<file path="config.mk">
export PLATFORM = sky130hd
export DESIGN_NAME = motor_valve_heat_controller_unit
export DESIGN_NICKNAME = d
export VERILOG_FILES = /design/src/sv/mvhc_pkg.sv /design/src/sv/motor_valve_heat_controller_unit.sv
export SDC_FILE = /design/constraint.sdc
export NUM_CORES = 1
export LEC_CHECK = 0
export ABC_CLOCK_PERIOD_IN_PS = 12330
export BUFFER_PORTS_ARGS = -buffer_cell sky130_fd_sc_hd__buf_2
export CELL_PAD_IN_SITES_DETAIL_PLACEMENT = 0
export CELL_PAD_IN_SITES_GLOBAL_PLACEMENT = 1
export CORE_ASPECT_RATIO = 1.75
export CORE_MARGIN = 4
export CORE_UTILIZATION = 45
export DETAILED_ROUTE_END_ITERATION = 12
export HOLD_SLACK_MARGIN = 0.1
export PLACE_DENSITY = 0.82
export SETUP_SLACK_MARGIN = 0.2
export SLEW_MARGIN = 25
export SYNTH_ARGS = -nofsm -noshare
export SYNTH_HDL_FRONTEND = slang
export SYNTH_SLANG_ARGS = --single-unit
</file>
<file path="constraint.sdc">
create_clock -name clk_i -period 12.33 [get_ports clk_i]
set_input_delay 0.6165 -clock clk_i [delete_from_list [all_inputs] [get_ports clk_i]]
set_output_delay 0.6165 -clock clk_i [all_outputs]
set_load 0.005 [all_outputs]
</file>
<file path="src/sv/mvhc_pkg.sv">
// ----------------------------------------------------------------------------
// mvhc_pkg
// Types, register map and constants of the motor valve heat controller.
// ----------------------------------------------------------------------------
package mvhc_pkg;

  typedef enum logic [2:0] {
    MODE_HOMING    = 3'd0,
    MODE_CLOSED    = 3'd1,
    MODE_OPENING   = 3'd2,
    MODE_FIN_OPEN  = 3'd3,
    MODE_OPEN      = 3'd4,
    MODE_CLOSING   = 3'd5,
    MODE_FIN_CLOSE = 3'd6,
    MODE_FAULT     = 3'd7
  } mode_e;

  typedef enum logic [1:0] {
    DRV_STOP = 2'd0,
    DRV_FWD  = 2'd1,
    DRV_BACK = 2'd2
  } drv_e;

  typedef enum logic [2:0] {
    REG_SETTLE       = 3'd0,
    REG_OPEN_FINISH  = 3'd1,
    REG_CLOSE_FINISH = 3'd2,
    REG_HOME_MIN     = 3'd3,
    REG_HOME_TIMEOUT = 3'd4,
    REG_MAX_HEAT     = 3'd5,
    REG_TEMP_LIMIT   = 3'd6,
    REG_SENSOR       = 3'd7
  } reg_e;

  localparam int unsigned AddrW  = 5;
  localparam int unsigned TimerW = 16;
  localparam int unsigned HeatW  = 26;

  localparam logic [TimerW-1:0] SettleRst       = 16'd1000;
  localparam logic [TimerW-1:0] OpenFinishRst   = 16'd500;
  localparam logic [TimerW-1:0] CloseFinishRst  = 16'd700;
  localparam logic [TimerW-1:0] HomeMinRst      = 16'd1000;
  localparam logic [TimerW-1:0] HomeTimeoutRst  = 16'd12000;
  localparam logic [HeatW-1:0]  MaxHeatRst      = 26'd43200000;
  localparam logic [7:0]        TempLimitRst    = 8'd85;

  localparam logic [23:0] LedGreen  = 24'h00FF00;
  localparam logic [23:0] LedCyan   = 24'h00FFFF;
  localparam logic [23:0] LedYellow = 24'hFFFF00;
  localparam logic [23:0] LedOrange = 24'hFF8000;
  localparam logic [23:0] LedRed    = 24'hFF0000;
  localparam logic [23:0] LedMask   = 24'hFCFCFC;

  function automatic logic [23:0] led_quarter(input logic [23:0] color);
    logic [23:0] masked;
    masked = color & LedMask;
    return masked >> 2;
  endfunction

endpackage

</file>
<file path="src/sv/motor_valve_heat_controller_unit.sv">
// ----------------------------------------------------------------------------
// motor_valve_heat_controller_unit
// Valve homing, open/close sequencing and heat guards, one tick per request.
// ----------------------------------------------------------------------------
// Each request on the s_axis channel is one control tick. It advances the run,
// finish and heat timers, updates the valve mode and motor drive, and yields
// exactly one result on the m_axis channel with drive, mode, flags and the
// dimmed status color. A tick is taken when offered while ready, and its
// result appears in the next cycle; a new tick is taken every cycle while the
// receiver keeps up. The result register is the only stage, so when the
// receiver stalls the block keeps taking ticks only if the waiting result is
// drained in the same cycle, and otherwise holds off the sender.
// The APB port sets the timing, heat and temperature limits; write it only
// while no tick is in flight. Reset restores the register defaults, starts
// homing with the motor closing and empties the result register. Homing
// ends closed at the limit or in a fault that holds until the next reset.
module motor_valve_heat_controller_unit (
  input  logic                        clk_i,
  input  logic                        rst_ni,
  input  logic                        s_axis_tvalid_i,
  output logic                        s_axis_tready_o,
  // elapsed_ms[7:0], heat_request[8], limit_active[9], temp_sixteenths[22:10]
  input  logic [23:0]                 s_axis_tdata_i,
  output logic                        m_axis_tvalid_o,
  input  logic                        m_axis_tready_i,
  // motor_drive[1:0], valve_mode[4:2], over_temp[5], heat_granted[6],
  // led_rgb[30:7]
  output logic [31:0]                 m_axis_tdata_o,
  input  logic                        psel_i,
  input  logic                        penable_i,
  input  logic                        pwrite_i,
  input  logic [mvhc_pkg::AddrW-1:0]  paddr_i,
  input  logic [31:0]                 pwdata_i,
  output logic [31:0]                 prdata_o,
  output logic                        pready_o
);

  logic [15:0] settle_q, open_fin_q, close_fin_q, home_min_q, home_to_q;
  logic [25:0] max_heat_q;
  logic [7:0]  temp_limit_q;
  logic        sensor_q;

  mvhc_pkg::mode_e mode_q, mode_d;
  mvhc_pkg::drv_e  drv_q, drv_d;
  logic [15:0] run_q, run_d, fin_q, fin_d;
  logic [25:0] heat_q, heat_d;
  logic        over_d, want_d;
  logic [23:0] color_d;

  logic        out_valid_q;
  logic [31:0] out_data_q;
  logic        accept;
  logic        cfg_wr;
  mvhc_pkg::reg_e cfg_sel;

  logic [7:0]         elapsed;
  logic               req, lim;
  logic signed [12:0] temp;
  logic [16:0]        run_sum, fin_sum;
  logic [26:0]        heat_sum;
  logic [15:0]        run_g, fin_g;
  logic [25:0]        heat_g;
  logic signed [17:0] lhs, rhs;
  logic               at_lim;

  assign pready_o        = 1'b1;
  assign cfg_wr          = psel_i & penable_i & pwrite_i;
  assign cfg_sel         = mvhc_pkg::reg_e'(paddr_i[4:2]);
  assign s_axis_tready_o = ~out_valid_q | m_axis_tready_i;
  assign accept          = s_axis_tvalid_i & s_axis_tready_o;
  assign m_axis_tvalid_o = out_valid_q;
  assign m_axis_tdata_o  = out_data_q;

  always_comb begin
    case (cfg_sel)
      mvhc_pkg::REG_SETTLE:       prdata_o = {16'd0, settle_q};
      mvhc_pkg::REG_OPEN_FINISH:  prdata_o = {16'd0, open_fin_q};
      mvhc_pkg::REG_CLOSE_FINISH: prdata_o = {16'd0, close_fin_q};
      mvhc_pkg::REG_HOME_MIN:     prdata_o = {16'd0, home_min_q};
      mvhc_pkg::REG_HOME_TIMEOUT: prdata_o = {16'd0, home_to_q};
      mvhc_pkg::REG_MAX_HEAT:     prdata_o = {6'd0, max_heat_q};
      mvhc_pkg::REG_TEMP_LIMIT:   prdata_o = {24'd0, temp_limit_q};
      mvhc_pkg::REG_SENSOR:       prdata_o = {31'd0, sensor_q};
      default:                    prdata_o = 32'd0;
    endcase
  end

  assign elapsed  = s_axis_tdata_i[7:0];
  assign req      = s_axis_tdata_i[8];
  assign lim      = s_axis_tdata_i[9];
  assign temp     = $signed(s_axis_tdata_i[22:10]);
  assign run_sum  = {1'b0, run_q} + {9'd0, elapsed};
  assign fin_sum  = {1'b0, fin_q} + {9'd0, elapsed};
  assign heat_sum = {1'b0, heat_q} + {19'd0, elapsed};
  assign run_g    = run_sum[16] ? 16'hFFFF : run_sum[15:0];
  assign fin_g    = fin_sum[16] ? 16'hFFFF : fin_sum[15:0];
  assign heat_g   = heat_sum[26] ? 26'h3FFFFFF : heat_sum[25:0];
  assign lhs      = 18'(temp) * 18'sd9;
  assign rhs      = ($signed({10'd0, temp_limit_q}) - 18'sd32) * 18'sd80;

  always_comb begin
    mode_d = mode_q;
    drv_d  = drv_q;
    run_d  = run_g;
    fin_d  = fin_g;
    heat_d = heat_g;
    over_d = 1'b0;
    want_d = 1'b0;
    at_lim = 1'b0;
    if (mode_q == mvhc_pkg::MODE_HOMING) begin
      at_lim = (run_g > settle_q) & lim;
      if (run_g >= home_to_q) begin
        mode_d = mvhc_pkg::MODE_FAULT;
        drv_d  = mvhc_pkg::DRV_STOP;
      end else if (run_g >= home_min_q && at_lim) begin
        mode_d = mvhc_pkg::MODE_CLOSED;
        drv_d  = mvhc_pkg::DRV_STOP;
      end
    end else if (mode_q != mvhc_pkg::MODE_FAULT) begin
      want_d = req;
      if (!req) begin
        heat_d = '0;
      end
      if (want_d && sensor_q && lhs > rhs) begin
        want_d = 1'b0;
        over_d = 1'b1;
      end
      if (want_d && heat_d > max_heat_q) begin
        want_d = 1'b0;
      end
      if (!want_d) begin
        if (!(mode_q inside {mvhc_pkg::MODE_CLOSED, mvhc_pkg::MODE_CLOSING,
                             mvhc_pkg::MODE_FIN_CLOSE})) begin
          drv_d  = mvhc_pkg::DRV_BACK;
          run_d  = '0;
          mode_d = mvhc_pkg::MODE_CLOSING;
        end
      end else begin
        if (!(mode_q inside {mvhc_pkg::MODE_OPEN, mvhc_pkg::MODE_OPENING,
                             mvhc_pkg::MODE_FIN_OPEN})) begin
          drv_d  = mvhc_pkg::DRV_FWD;
          run_d  = '0;
          mode_d = mvhc_pkg::MODE_OPENING;
        end
      end
      at_lim = (run_d > settle_q) & lim;
      if (at_lim) begin
        case (mode_d)
          mvhc_pkg::MODE_OPENING: begin
            fin_d  = '0;
            mode_d = mvhc_pkg::MODE_FIN_OPEN;
          end
          mvhc_pkg::MODE_FIN_OPEN: begin
            if (fin_g > open_fin_q) begin
              mode_d = mvhc_pkg::MODE_OPEN;
              drv_d  = mvhc_pkg::DRV_STOP;
            end
          end
          mvhc_pkg::MODE_CLOSING: begin
            fin_d  = '0;
            mode_d = mvhc_pkg::MODE_FIN_CLOSE;
          end
          mvhc_pkg::MODE_FIN_CLOSE: begin
            if (fin_g > close_fin_q) begin
              mode_d = mvhc_pkg::MODE_CLOSED;
              drv_d  = mvhc_pkg::DRV_STOP;
            end
          end
          default: begin
          end
        endcase
      end
    end
  end

  always_comb begin
    case (mode_d)
      mvhc_pkg::MODE_HOMING: color_d = mvhc_pkg::LedCyan;
      mvhc_pkg::MODE_CLOSED: color_d = over_d ? mvhc_pkg::LedCyan : mvhc_pkg::LedGreen;
      mvhc_pkg::MODE_OPEN:   color_d = mvhc_pkg::LedOrange;
      mvhc_pkg::MODE_FAULT:  color_d = mvhc_pkg::LedRed;
      default:               color_d = mvhc_pkg::LedYellow;
    endcase
  end

  always_ff @(posedge clk_i or negedge rst_ni) begin
    if (!rst_ni) begin
      mode_q      <= mvhc_pkg::MODE_HOMING;
      drv_q       <= mvhc_pkg::DRV_BACK;
      run_q       <= '0;
      fin_q       <= '0;
      heat_q      <= '0;
      out_valid_q <= 1'b0;
    end else begin
      if (accept) begin
        mode_q      <= mode_d;
        drv_q       <= drv_d;
        run_q       <= run_d;
        fin_q       <= fin_d;
        heat_q      <= heat_d;
        out_valid_q <= 1'b1;
      end else if (m_axis_tready_i) begin
        out_valid_q <= 1'b0;
      end
    end
  end

  always_ff @(posedge clk_i) begin
    if (accept) begin
      out_data_q <= {1'b0, mvhc_pkg::led_quarter(color_d), want_d, over_d,
                     mode_d, drv_d};
    end
  end

  always_ff @(posedge clk_i or negedge rst_ni) begin
    if (!rst_ni) begin
      settle_q     <= mvhc_pkg::SettleRst;
      open_fin_q   <= mvhc_pkg::OpenFinishRst;
      close_fin_q  <= mvhc_pkg::CloseFinishRst;
      home_min_q   <= mvhc_pkg::HomeMinRst;
      home_to_q    <= mvhc_pkg::HomeTimeoutRst;
      max_heat_q   <= mvhc_pkg::MaxHeatRst;
      temp_limit_q <= mvhc_pkg::TempLimitRst;
      sensor_q     <= 1'b0;
    end else if (cfg_wr) begin
      case (cfg_sel)
        mvhc_pkg::REG_SETTLE:       settle_q     <= pwdata_i[15:0];
        mvhc_pkg::REG_OPEN_FINISH:  open_fin_q   <= pwdata_i[15:0];
        mvhc_pkg::REG_CLOSE_FINISH: close_fin_q  <= pwdata_i[15:0];
        mvhc_pkg::REG_HOME_MIN:     home_min_q   <= pwdata_i[15:0];
        mvhc_pkg::REG_HOME_TIMEOUT: home_to_q    <= pwdata_i[15:0];
        mvhc_pkg::REG_MAX_HEAT:     max_heat_q   <= pwdata_i[25:0];
        mvhc_pkg::REG_TEMP_LIMIT:   temp_limit_q <= pwdata_i[7:0];
        mvhc_pkg::REG_SENSOR:       sensor_q     <= pwdata_i[0];
        default: begin
        end
      endcase
    end
  end

endmodule
</file>
==> reports/qor.txt, run 1 <==
Sequential Power Share - 0.298
Synth Area per Inst - 8.37 um2
slowest cell delay on critical path - 700 ps
final net count - 2135
number of synthesized flops with an enable pin - 11
Place WS - 2060 ps
Crit Path Class - in -> reg
Syn Inst Count - 1803
Clk pin slew, worst setup/hold paths - 80 ps
commonest non-fill, non-tap cell in the layout - nand2_1
DRT antenna net count - 0
wire per inst - 21.2 um
Synthesis Warnings - 0
initial antenna violation count - 2
clock sink total - 190
post-synthesis register bit count - 190
CTS buffer count - 17
grt ovf - 0
status - complete, no violations
critical path peak fanout - 26
register area share after synthesis - 0.322
Core Region - 33000 um2
die height - 250 um
Worst Clk Skew - 12.1 ps
Power Density - 193 nW/um2
vias - 13390
Final Hold Viols - 0
Buffers on Ports - 111
commonest non-fill, non-tap cells in the layout - nand2_1 (212), ha_1 (197), inv_1 (187), o21ai_0 (186), a21oi_1 (135)
Critical R2R Capture - m_axis_tdata_o[19]
Required @ worst endpoint - 12550 ps
die area - 36700 um2
Psw - 1.42 mW
Finished Layout Cells - 2283
largest cells by area after synthesis - dfrtp_1 (22%), ha_1 (16%), dfstp_2 (7.8%)
Reg2Reg Setup Slack - 2710 ps
Yosys cell types - 79
Placement Cell Area - 15900 um2
Worst Tran Pin Value - 1140 ps
max_cap viols - 0
Pre-Repair DR Iteration Count - 6
Power Total - 3.17 mW
Leakage - 7.97 nW
crit path DAT - 9840 ps
Routed WL - 48400 um
Max clock buf depth - 2
combinational fraction of design power - 0.530
filler instances - 3200
mapped cell area - 15100 um2
crit-path most repeated cell - o211ai_1
top-area cell type share of the netlist area - 0.222
unrepaired setup endpoints after global routing - no
DR iter-0 viols - 763
initial core utilization - 0.457
worst reg2reg path startpoint - heat_q[0]
worst r2r path cells - 34
TritonCTS clock tree - done
fmax - 104 MHz
ys async rst share - 0.942
Final setup viols - 0
largest net degree at the start of global routing - 79
antenna cells - 0
die width - 146 um
fraction of layout cells with a size suffix above 1 - 0.141
Final Max Tran Viols - 0
cell taking the most area after synthesis - dfrtp_1
Post-route DRC - 0
cts hold-fix bufs - 0
dpl cells - 2249
Vias/cell - 5.87
Top delay family on crit path - compound AO/OA/AOI/OAI gates
Max stage delay cell, worst path - nand2_1
switching portion of total power - 0.448
Area growth, synth to finish - 9.07%
Int Pwr - 1.75 mW
setup TNS - 0 ps
crit path capture type - flop
vias in the first global route - 13427
Slew headroom - 0.241
first-pass GRT wire length - 74400 um
CTS resizes - 0
CP startpoint kind - primary input
Critical path buffers and inverters - 3
HP Class - in -> async
Final min period - 9630 ps
fin crit share - 0.781
CTS H-tree lvls - 4
GPL Wtd Cong - 0.967
clock insertion delay at the later pin of the skew report - 470 ps
post-route setup slack - 2700 ps
GRT Util Overall - 0.263
cell area after layout - 16500 um2
Post-CTS Setup Inserts - 0
I/O Pins - 135
Core Rows - 88
clock share of power - 0.173
CTS root buf - clkbuf_16
Main synth FF type - dfrtp_1
peak supply drop - 0.109 mV
HPWL after detailed placement - 38300 um
==> synth_stat cells, drive strengths merged, types with 6 or more instances <==
master	n
nand2	213
o21ai	204
ha	197
inv	188
a21oi	137
dfrtp	134
nor2	119
clkbuf	60
dfstp	45
buf	38
a21o	37
xnor2	32
mux2	31
nand3	30
mux2i	24
nand4	21
o21a	21
a22o	18
nor3	18
nand2b	17
nor2b	15
o22ai	14
a211oi	12
a22oi	12
o211ai	12
and4	11
edfxtp	11
xor2	11
a21boi	10
and2	9
nor4	8
and3	7
o31ai	7
or2	7
a31o	6
o2bb2ai	6
or3	6
==> sequential cells by signal (all words and copies together) (netlist names) <==
register / count
close_fin_q: 16
drv_q: 2
fin_q: 16
heat_q: 26
home_min_q: 16
home_to_q: 16
m_axis_tdata_o: 11
m_axis_tvalid_o: 1
max_heat_q: 26
mode_q: 3
open_fin_q: 16
run_q: 16
sensor_q: 1
settle_q: 16
temp_limit_q: 8
==> power by group through the flow <==
stage | logic (mW) | clock network, mW | registers, mW
6_report | 1.68 | 0.547 | 0.944
5_1_grt | 1.90 | 0.585 | 0.965
4_1_cts | 1.68 | 0.560 | 0.942
3_5_place_dp | 1.67 | 0 | 0.952
3_3_place_gp | 1.62 | 0 | 0.947
2_1_floorplan | 1.21 | 0 | 0.903
==> routing by layer <==
metal  wire [um]  GRT usage  vias up
li1            -          -     6406
met1       17300      0.268     6432
met2       24800      0.478      401
met3        1890     0.0398      151
met4        4370      0.198        0
met5           0          0        -
==> logic make-up after synthesis <==
logic type,count (synthesis),share of synthesized area
flops,190,0.322
simple gates,489,0.146
fa+ha+maj,202,0.170
mux,55,0.0393
other cells,2,0.000497
xor+xnor,43,0.0249
buf+inv,287,0.0792
compound gates,535,0.217
==> how the worst max path moves through the flow <==
stage	start	endpoint	cells past startpoint	slack, ps
after detailed placement	s_axis_tdata_i[1]	m_axis_tdata_o[1]	33	2060
after global routing	heat_q[0]	m_axis_tdata_o[1]	34	1950
after floorplan	s_axis_tdata_i[0]	m_axis_tdata_o[19]	37	4410
final	s_axis_tdata_i[0]	m_axis_tdata_o[19]	35	2700
after CTS	heat_q[0]	m_axis_tdata_o[1]	33	2500
after global placement	s_axis_tdata_i[1]	m_axis_tdata_o[1]	33	2140
==> layout make-up <==
cell class                      count  area (um2)  share of cell area
Clock buffer                       17         425              0.0258
Clock inverter                     15         130             0.00790
Multi-Input combinational cell   1338        9110               0.553
Sequential cell                   190        4870               0.296
Tap cell                          405         507              0.0308
Timing Repair Buffer              129         721              0.0438
Inverter                          189         709              0.0431
==> per-stage QoR <==
step | hold slack [ps] | utilization
floorplan | 321 | -
detailed placement | 471 | 0.480
global placement | 465 | 0.480
CTS | 197 | 0.497
global route | 224 | 0.498
finish | 170 | 0.498
No activity file was read; power rests on OpenSTA's default activity.
==> inputs of run 2 (changes only) <==
--- a/config.mk
+++ b/config.mk
@@ -5,7 +5,7 @@
 export SDC_FILE = /design/constraint.sdc
 export NUM_CORES = 1
 export LEC_CHECK = 0
-export ABC_CLOCK_PERIOD_IN_PS = 12330
+export ABC_CLOCK_PERIOD_IN_PS = 9600
 export BUFFER_PORTS_ARGS = -buffer_cell sky130_fd_sc_hd__buf_2
 export CELL_PAD_IN_SITES_DETAIL_PLACEMENT = 0
 export CELL_PAD_IN_SITES_GLOBAL_PLACEMENT = 1
==> constraint.sdc (replaced) <==
create_clock -name clk_i -period 9.6 [get_ports clk_i]
set_input_delay 0.48 -clock clk_i [delete_from_list [all_inputs] [get_ports clk_i]]
set_output_delay 0.48 -clock clk_i [all_outputs]
set_load 0.005 [all_outputs]
==> run 2 against run 1 <==
Sequential share of layout area decreased by 0.16 points; clock-buffer cell count increased by 2; global-route usage about the same; hold slack improved by 51 ps; cell count increased by 0.22%; clock power increased by 37%; sequential power increased by 29%; critical endpoint is now m_axis_tdata_o[1]; largest cell class unchanged.
==> reports/qor.txt, run 2 (synthesis gave the netlist of run 1 again) <==
status - complete, no violations
I/O Pins - 135
Final setup viols - 0
CTS buffer count - 17
GRT Util Overall - 0.263
Pre-Repair DR Iteration Count - 5
initial antenna violation count - 0
die area - 36700 um2
CP startpoint kind - flop
HPWL after detailed placement - 38100 um
Final Hold Viols - 0
Final Max Tran Viols - 0
first-pass GRT wire length - 74600 um
slowest cell delay on critical path - 510 ps
fraction of layout cells with a size suffix above 1 - 0.142
Max stage delay cell, worst path - o311ai_0
Worst Tran Pin Value - 958 ps
final net count - 2140
crit-path most repeated cell - o21ai_0
switching portion of total power - 0.437
max_cap viols - 0
Power Density - 249 nW/um2
Routed WL - 47900 um
commonest non-fill, non-tap cell in the layout - nand2_1
DRT antenna net count - 0
critical path peak fanout - 11
dpl cells - 2254
Final min period - 8710 ps
worst hold slack - 221 ps
GPL Wtd Cong - 0.964
die height - 250 um
TritonCTS clock tree - done
vias in the first global route - 13370
Psw - 1.80 mW
Worst Clk Skew - 10.3 ps
wire per inst - 20.9 um
clock insertion delay at the later pin of the skew report - 470 ps
Clk pin slew, worst setup/hold paths - 70 ps
peak supply drop - 0.167 mV
Int Pwr - 2.32 mW
die width - 146 um
largest net degree at the start of global routing - 69
CTS root buf - clkbuf_16
unrepaired setup endpoints after global routing - no
clock share of power - 0.182
Core Region - 33000 um2
combinational fraction of design power - 0.522
vias - 13250
Sequential Power Share - 0.295
Post-route DRC - 0
clock sink total - 190
Finished Layout Cells - 2288
antenna cells - 0
crit path DAT - 8930 ps
initial core utilization - 0.457
CTS H-tree lvls - 4
fin crit share - 0.907
fmax - 115 MHz
DR iter-0 viols - 739
Buffers on Ports - 111
Leakage - 8.01 nW
Area growth, synth to finish - 9.67%
crit path capture type - flop
Regs by FF count - heat_q: 26 flops, max_heat_q: 26 flops
commonest non-fill, non-tap cells in the layout - nand2_1 (212), ha_1 (197), inv_1 (187), o21ai_0 (186), a21oi_1 (135)
setup TNS - 0 ps
Max clock buf depth - 2
Power Total - 4.12 mW
Required @ worst endpoint - 9820 ps
Core Rows - 88
grt ovf - 0
Vias/cell - 5.79
Crit Path Class - reg -> reg
utilization after layout - 0.501
HP Class - in -> reg
Slew headroom - 0.362
run 2: cell types whose count changed in the layout (fill, tap and decap cells not counted), sizes merged:
cell         previous run  this run
inv                   197       194
buf                   129       133
bufinv                  0         2
dlygate4sd3             0         1
clkinvlp                2         1
clkbuf                 17        19
run 2: what timing repair did:
action | CTS | global route
hold buffers | 1 | 0
endpoints found under the setup margin | 0 | 2
gates resized for setup | 0 | 2
buffers inserted | 0 | 0
endpoints found under the hold margin | 47 | 0
run 2: worst max-delay path: cells and delay by family (launching register included):
family	cells	cell delay [ps]
xor gates and xnor gates	1	180
and+or+nand+nor	9	1870
AOI/OAI and AO/OA	18	4590
adders and majority gates	4	1180
buffers and inverters	2	280
DFF	1	360
run 2: path summary, 6_finish.rpt:
| check | start | end | slack [ps] | depth (start not counted) |
|---|---|---|---|---|
| max in group asynchronous | rst_ni | max_heat_q[24] | 7670 | 3 |
| setup reg to reg | heat_q[0] | m_axis_tdata_o[1] | 890 | 34 |
| min in group asynchronous | rst_ni | fin_q[8] | 560 | 2 |
| setup / recovery | heat_q[0] | m_axis_tdata_o[1] | 890 | 34 |
| hold / removal | pwdata_i[18] | max_heat_q[18] | 220 | 3 |
| hold reg to reg | heat_q[2] | heat_q[2] | 490 | 1 |
run 2: final cells by class:
class / instances / area, um2
Sequential cell: 190 / 4870
Fill cell: 3227 / 16500
Clock inverter: 13 / 149
Clock buffer: 19 / 454
Multi-Input combinational cell: 1338 / 9110
Inverter: 189 / 709
Tap cell: 405 / 507
Timing Repair Buffer: 134 / 757
run 2: per-stage QoR:
| stage | instance area, um2 | worst slack (ps) |
|---|---|---|
| global placement | 15900 | 616 |
| detailed placement | 15900 | 514 |
| global route | 16600 | 308 |
| finish | 16600 | 893 |
| CTS | 16500 | 837 |
| floorplan | 15100 | 1820 |
run 2: power groups by stage:
stage / Sequential [mW] / Clock (mW) / Combinational, mW
after floorplan: 1.16 / 0 / 1.55
after global placement: 1.22 / 0 / 2.06
after detailed placement: 1.23 / 0 / 2.13
after CTS: 1.22 / 0.765 / 2.15
after global routing: 1.24 / 0.793 / 2.43
final: 1.22 / 0.751 / 2.15
run 2: layer usage:
metal  wire length (um)  up-vias  track usage
met2              24600      382        0.466
met1              17500     6315        0.283
li1                   -     6415            -
met3               1800      138       0.0358
met4               3960        0        0.197
met5                  0        -            0
==> inputs of run 3 (changes only) <==
--- a/config.mk
+++ b/config.mk
@@ -5,7 +5,7 @@
 export SDC_FILE = /design/constraint.sdc
 export NUM_CORES = 1
 export LEC_CHECK = 0
-export ABC_CLOCK_PERIOD_IN_PS = 9600
+export ABC_CLOCK_PERIOD_IN_PS = 8800
 export BUFFER_PORTS_ARGS = -buffer_cell sky130_fd_sc_hd__buf_2
 export CELL_PAD_IN_SITES_DETAIL_PLACEMENT = 0
 export CELL_PAD_IN_SITES_GLOBAL_PLACEMENT = 1
==> constraint.sdc (replaced) <==
create_clock -name clk_i -period 8.8 [get_ports clk_i]
set_input_delay 0.44 -clock clk_i [delete_from_list [all_inputs] [get_ports clk_i]]
set_output_delay 0.44 -clock clk_i [all_outputs]
set_load 0.005 [all_outputs]
==> run 3 against run 2 <==
Flip-flop and latch count is the same; global-route usage shrank 0.31 points; sequential share of layout area shrank 0.12 points; register-to-register slack got worse by 110 ps; first-iteration DRC count down 7.3%; maximum frequency grew 8.7%; power increased by 9.9%; die area stayed put; largest cell class unchanged.
==> reports/qor.txt, run 3 (synthesis gave the netlist of run 1 again) <==
Required @ worst endpoint - 9020 ps
Leakage - 8.05 nW
peak supply drop - 0.170 mV
Worst Clk Skew - 14.4 ps
Core Rows - 88
HP Class - in -> reg
Critical R2R Capture - m_axis_tdata_o[1]
initial core utilization - 0.457
worst reg2reg path startpoint - heat_q[0]
initial antenna violation count - 0
Slew headroom - 0.362
critical path peak fanout - 12
GRT Util Overall - 0.260
vias - 13355
fraction of layout cells with a size suffix above 1 - 0.148
Core Region - 33000 um2
Crit Path Class - reg -> reg
die width - 146 um
fin crit share - 0.911
Final min period - 8010 ps
wire per inst - 20.9 um
vias in the first global route - 13150
HPWL after detailed placement - 38200 um
Worst Tran Pin Value - 948 ps
Clk pin slew, worst setup/hold paths - 80 ps
final net count - 2151
Max clock buf depth - 2
Vias/cell - 5.81
Final setup viols - 0
CTS H-tree lvls - 4
Max stage delay cell, worst path - a2111o_1
commonest non-fill, non-tap cells in the layout - nand2_1 (212), ha_1 (197), inv_1 (187), o21ai_0 (186), a21oi_1 (135)
Area growth, synth to finish - 10.1%
Buffers on Ports - 111
Place WS - 395 ps
max_cap viols - 0
Post-route DRC - 0
CTS buffer count - 17
Pre-Repair DR Iteration Count - 5
GPL Wtd Cong - 0.944
first-pass GRT wire length - 73600 um
die area - 36700 um2
Final Max Tran Viols - 0
clock insertion delay at the later pin of the skew report - 470 ps
post-route setup slack - 786 ps
I/O Pins - 135
Reg2Reg Setup Slack - 790 ps
DR iter-0 viols - 685
crit path DAT - 8230 ps
antenna cells - 0
die height - 250 um
TritonCTS clock tree - done
DRT antenna net count - 0
commonest non-fill, non-tap cell in the layout - nand2_1
CP Launch Point - heat_q[0]
largest net degree at the start of global routing - 71
clock sink total - 190
Power Density - 272 nW/um2
status - complete, no violations
crit path capture type - flop
unrepaired setup endpoints after global routing - no
CTS root buf - clkbuf_16
slowest cell delay on critical path - 490 ps
fmax - 125 MHz
CP startpoint kind - flop
Worst Setup EP - m_axis_tdata_o[1]
worst r2r path cells - 37
Routed WL - 48000 um
Final Hold Viols - 0
setup TNS - 0 ps
grt ovf - 0
Regs by FF count - heat_q: 26 flops, max_heat_q: 26 flops
-- run 3: cell count changes in the layout (fill, tap and decap cells not counted), sizes merged --
cell	delta
buf	+11
bufinv	-2
clkbuf	-1
inv	+2
clkinv	+1
-- run 3: critical path: cells and delay by family, from the launching register on --
kind | cells | cell delay [ps]
AO/OA/AOI/OAI | 18 | 3670
XOR/XNOR | 1 | 100
adder cells (fa/ha/maj) | 4 | 1160
buffers and inverters | 5 | 900
flip-flops | 1 | 350
AND/OR/NAND/NOR | 9 | 1560
-- run 3: cell type report --
type,count,area [um2]
Sequential cell,190,4870
Timing Repair Buffer,145,832
Inverter,189,709
Clock buffer,18,450
Tap cell,405,507
Clock inverter,14,145
Multi-Input combinational cell,1338,9120
Fill cell,3228,16400
-- run 3: worst min-delay path by stage --
stage                      start  slack (ps)        endpoint  cells past startpoint
finish              pwdata_i[22]         170  max_heat_q[22]                      3
global route        pwdata_i[25]         200  max_heat_q[25]                      3
CTS                 pwdata_i[19]         160  max_heat_q[19]                      3
detailed placement     heat_q[2]         470       heat_q[2]                      1
global placement       heat_q[2]         470       heat_q[2]                      1
floorplan                 rst_ni         140  close_fin_q[0]                      0
-- run 3: what timing repair did --
action | 4_1_cts | 5_1_grt
resized for setup | 0 | 2
hold buffers | 1 | 0
endpoints found under the hold margin | 44 | 0
buffers inserted | 0 | 3
setup endpoints to repair | 0 | 17
-- run 3: power by group --
part | leakage (nW) | switching, mW | internal (mW)
Combinational | 5.55 | 1.43 | 0.970
Sequential | 2.22 | 0.178 | 1.15
Clock | 0.290 | 0.407 | 0.395
Total | 8.05 | 2.01 | 2.51
-- run 3: metrics by stage --
stage / hold WS, ps / power [mW] / std cells / util / area, um2
after floorplan: 144 / 2.96 / 1815 / - / 15100
after detailed placement: 475 / 3.72 / 2262 / 0.483 / 16000
after global placement: 465 / 3.64 / 2262 / 0.483 / 16000
after global routing: 195 / 4.90 / 2299 / 0.503 / 16600
final: 173 / 4.52 / 2299 / 0.503 / 16600
after CTS: 158 / 4.53 / 2295 / 0.502 / 16600
-- run 3: layer usage --
| layer | wire [um] | track usage | vias up |
|---|---|---|---|
| met5 | 0 | 0 | - |
| met4 | 3710 | 0.175 | 0 |
| met3 | 1880 | 0.0384 | 132 |
| met2 | 25200 | 0.479 | 370 |
| met1 | 17200 | 0.269 | 6405 |
| li1 | - | - | 6448 |
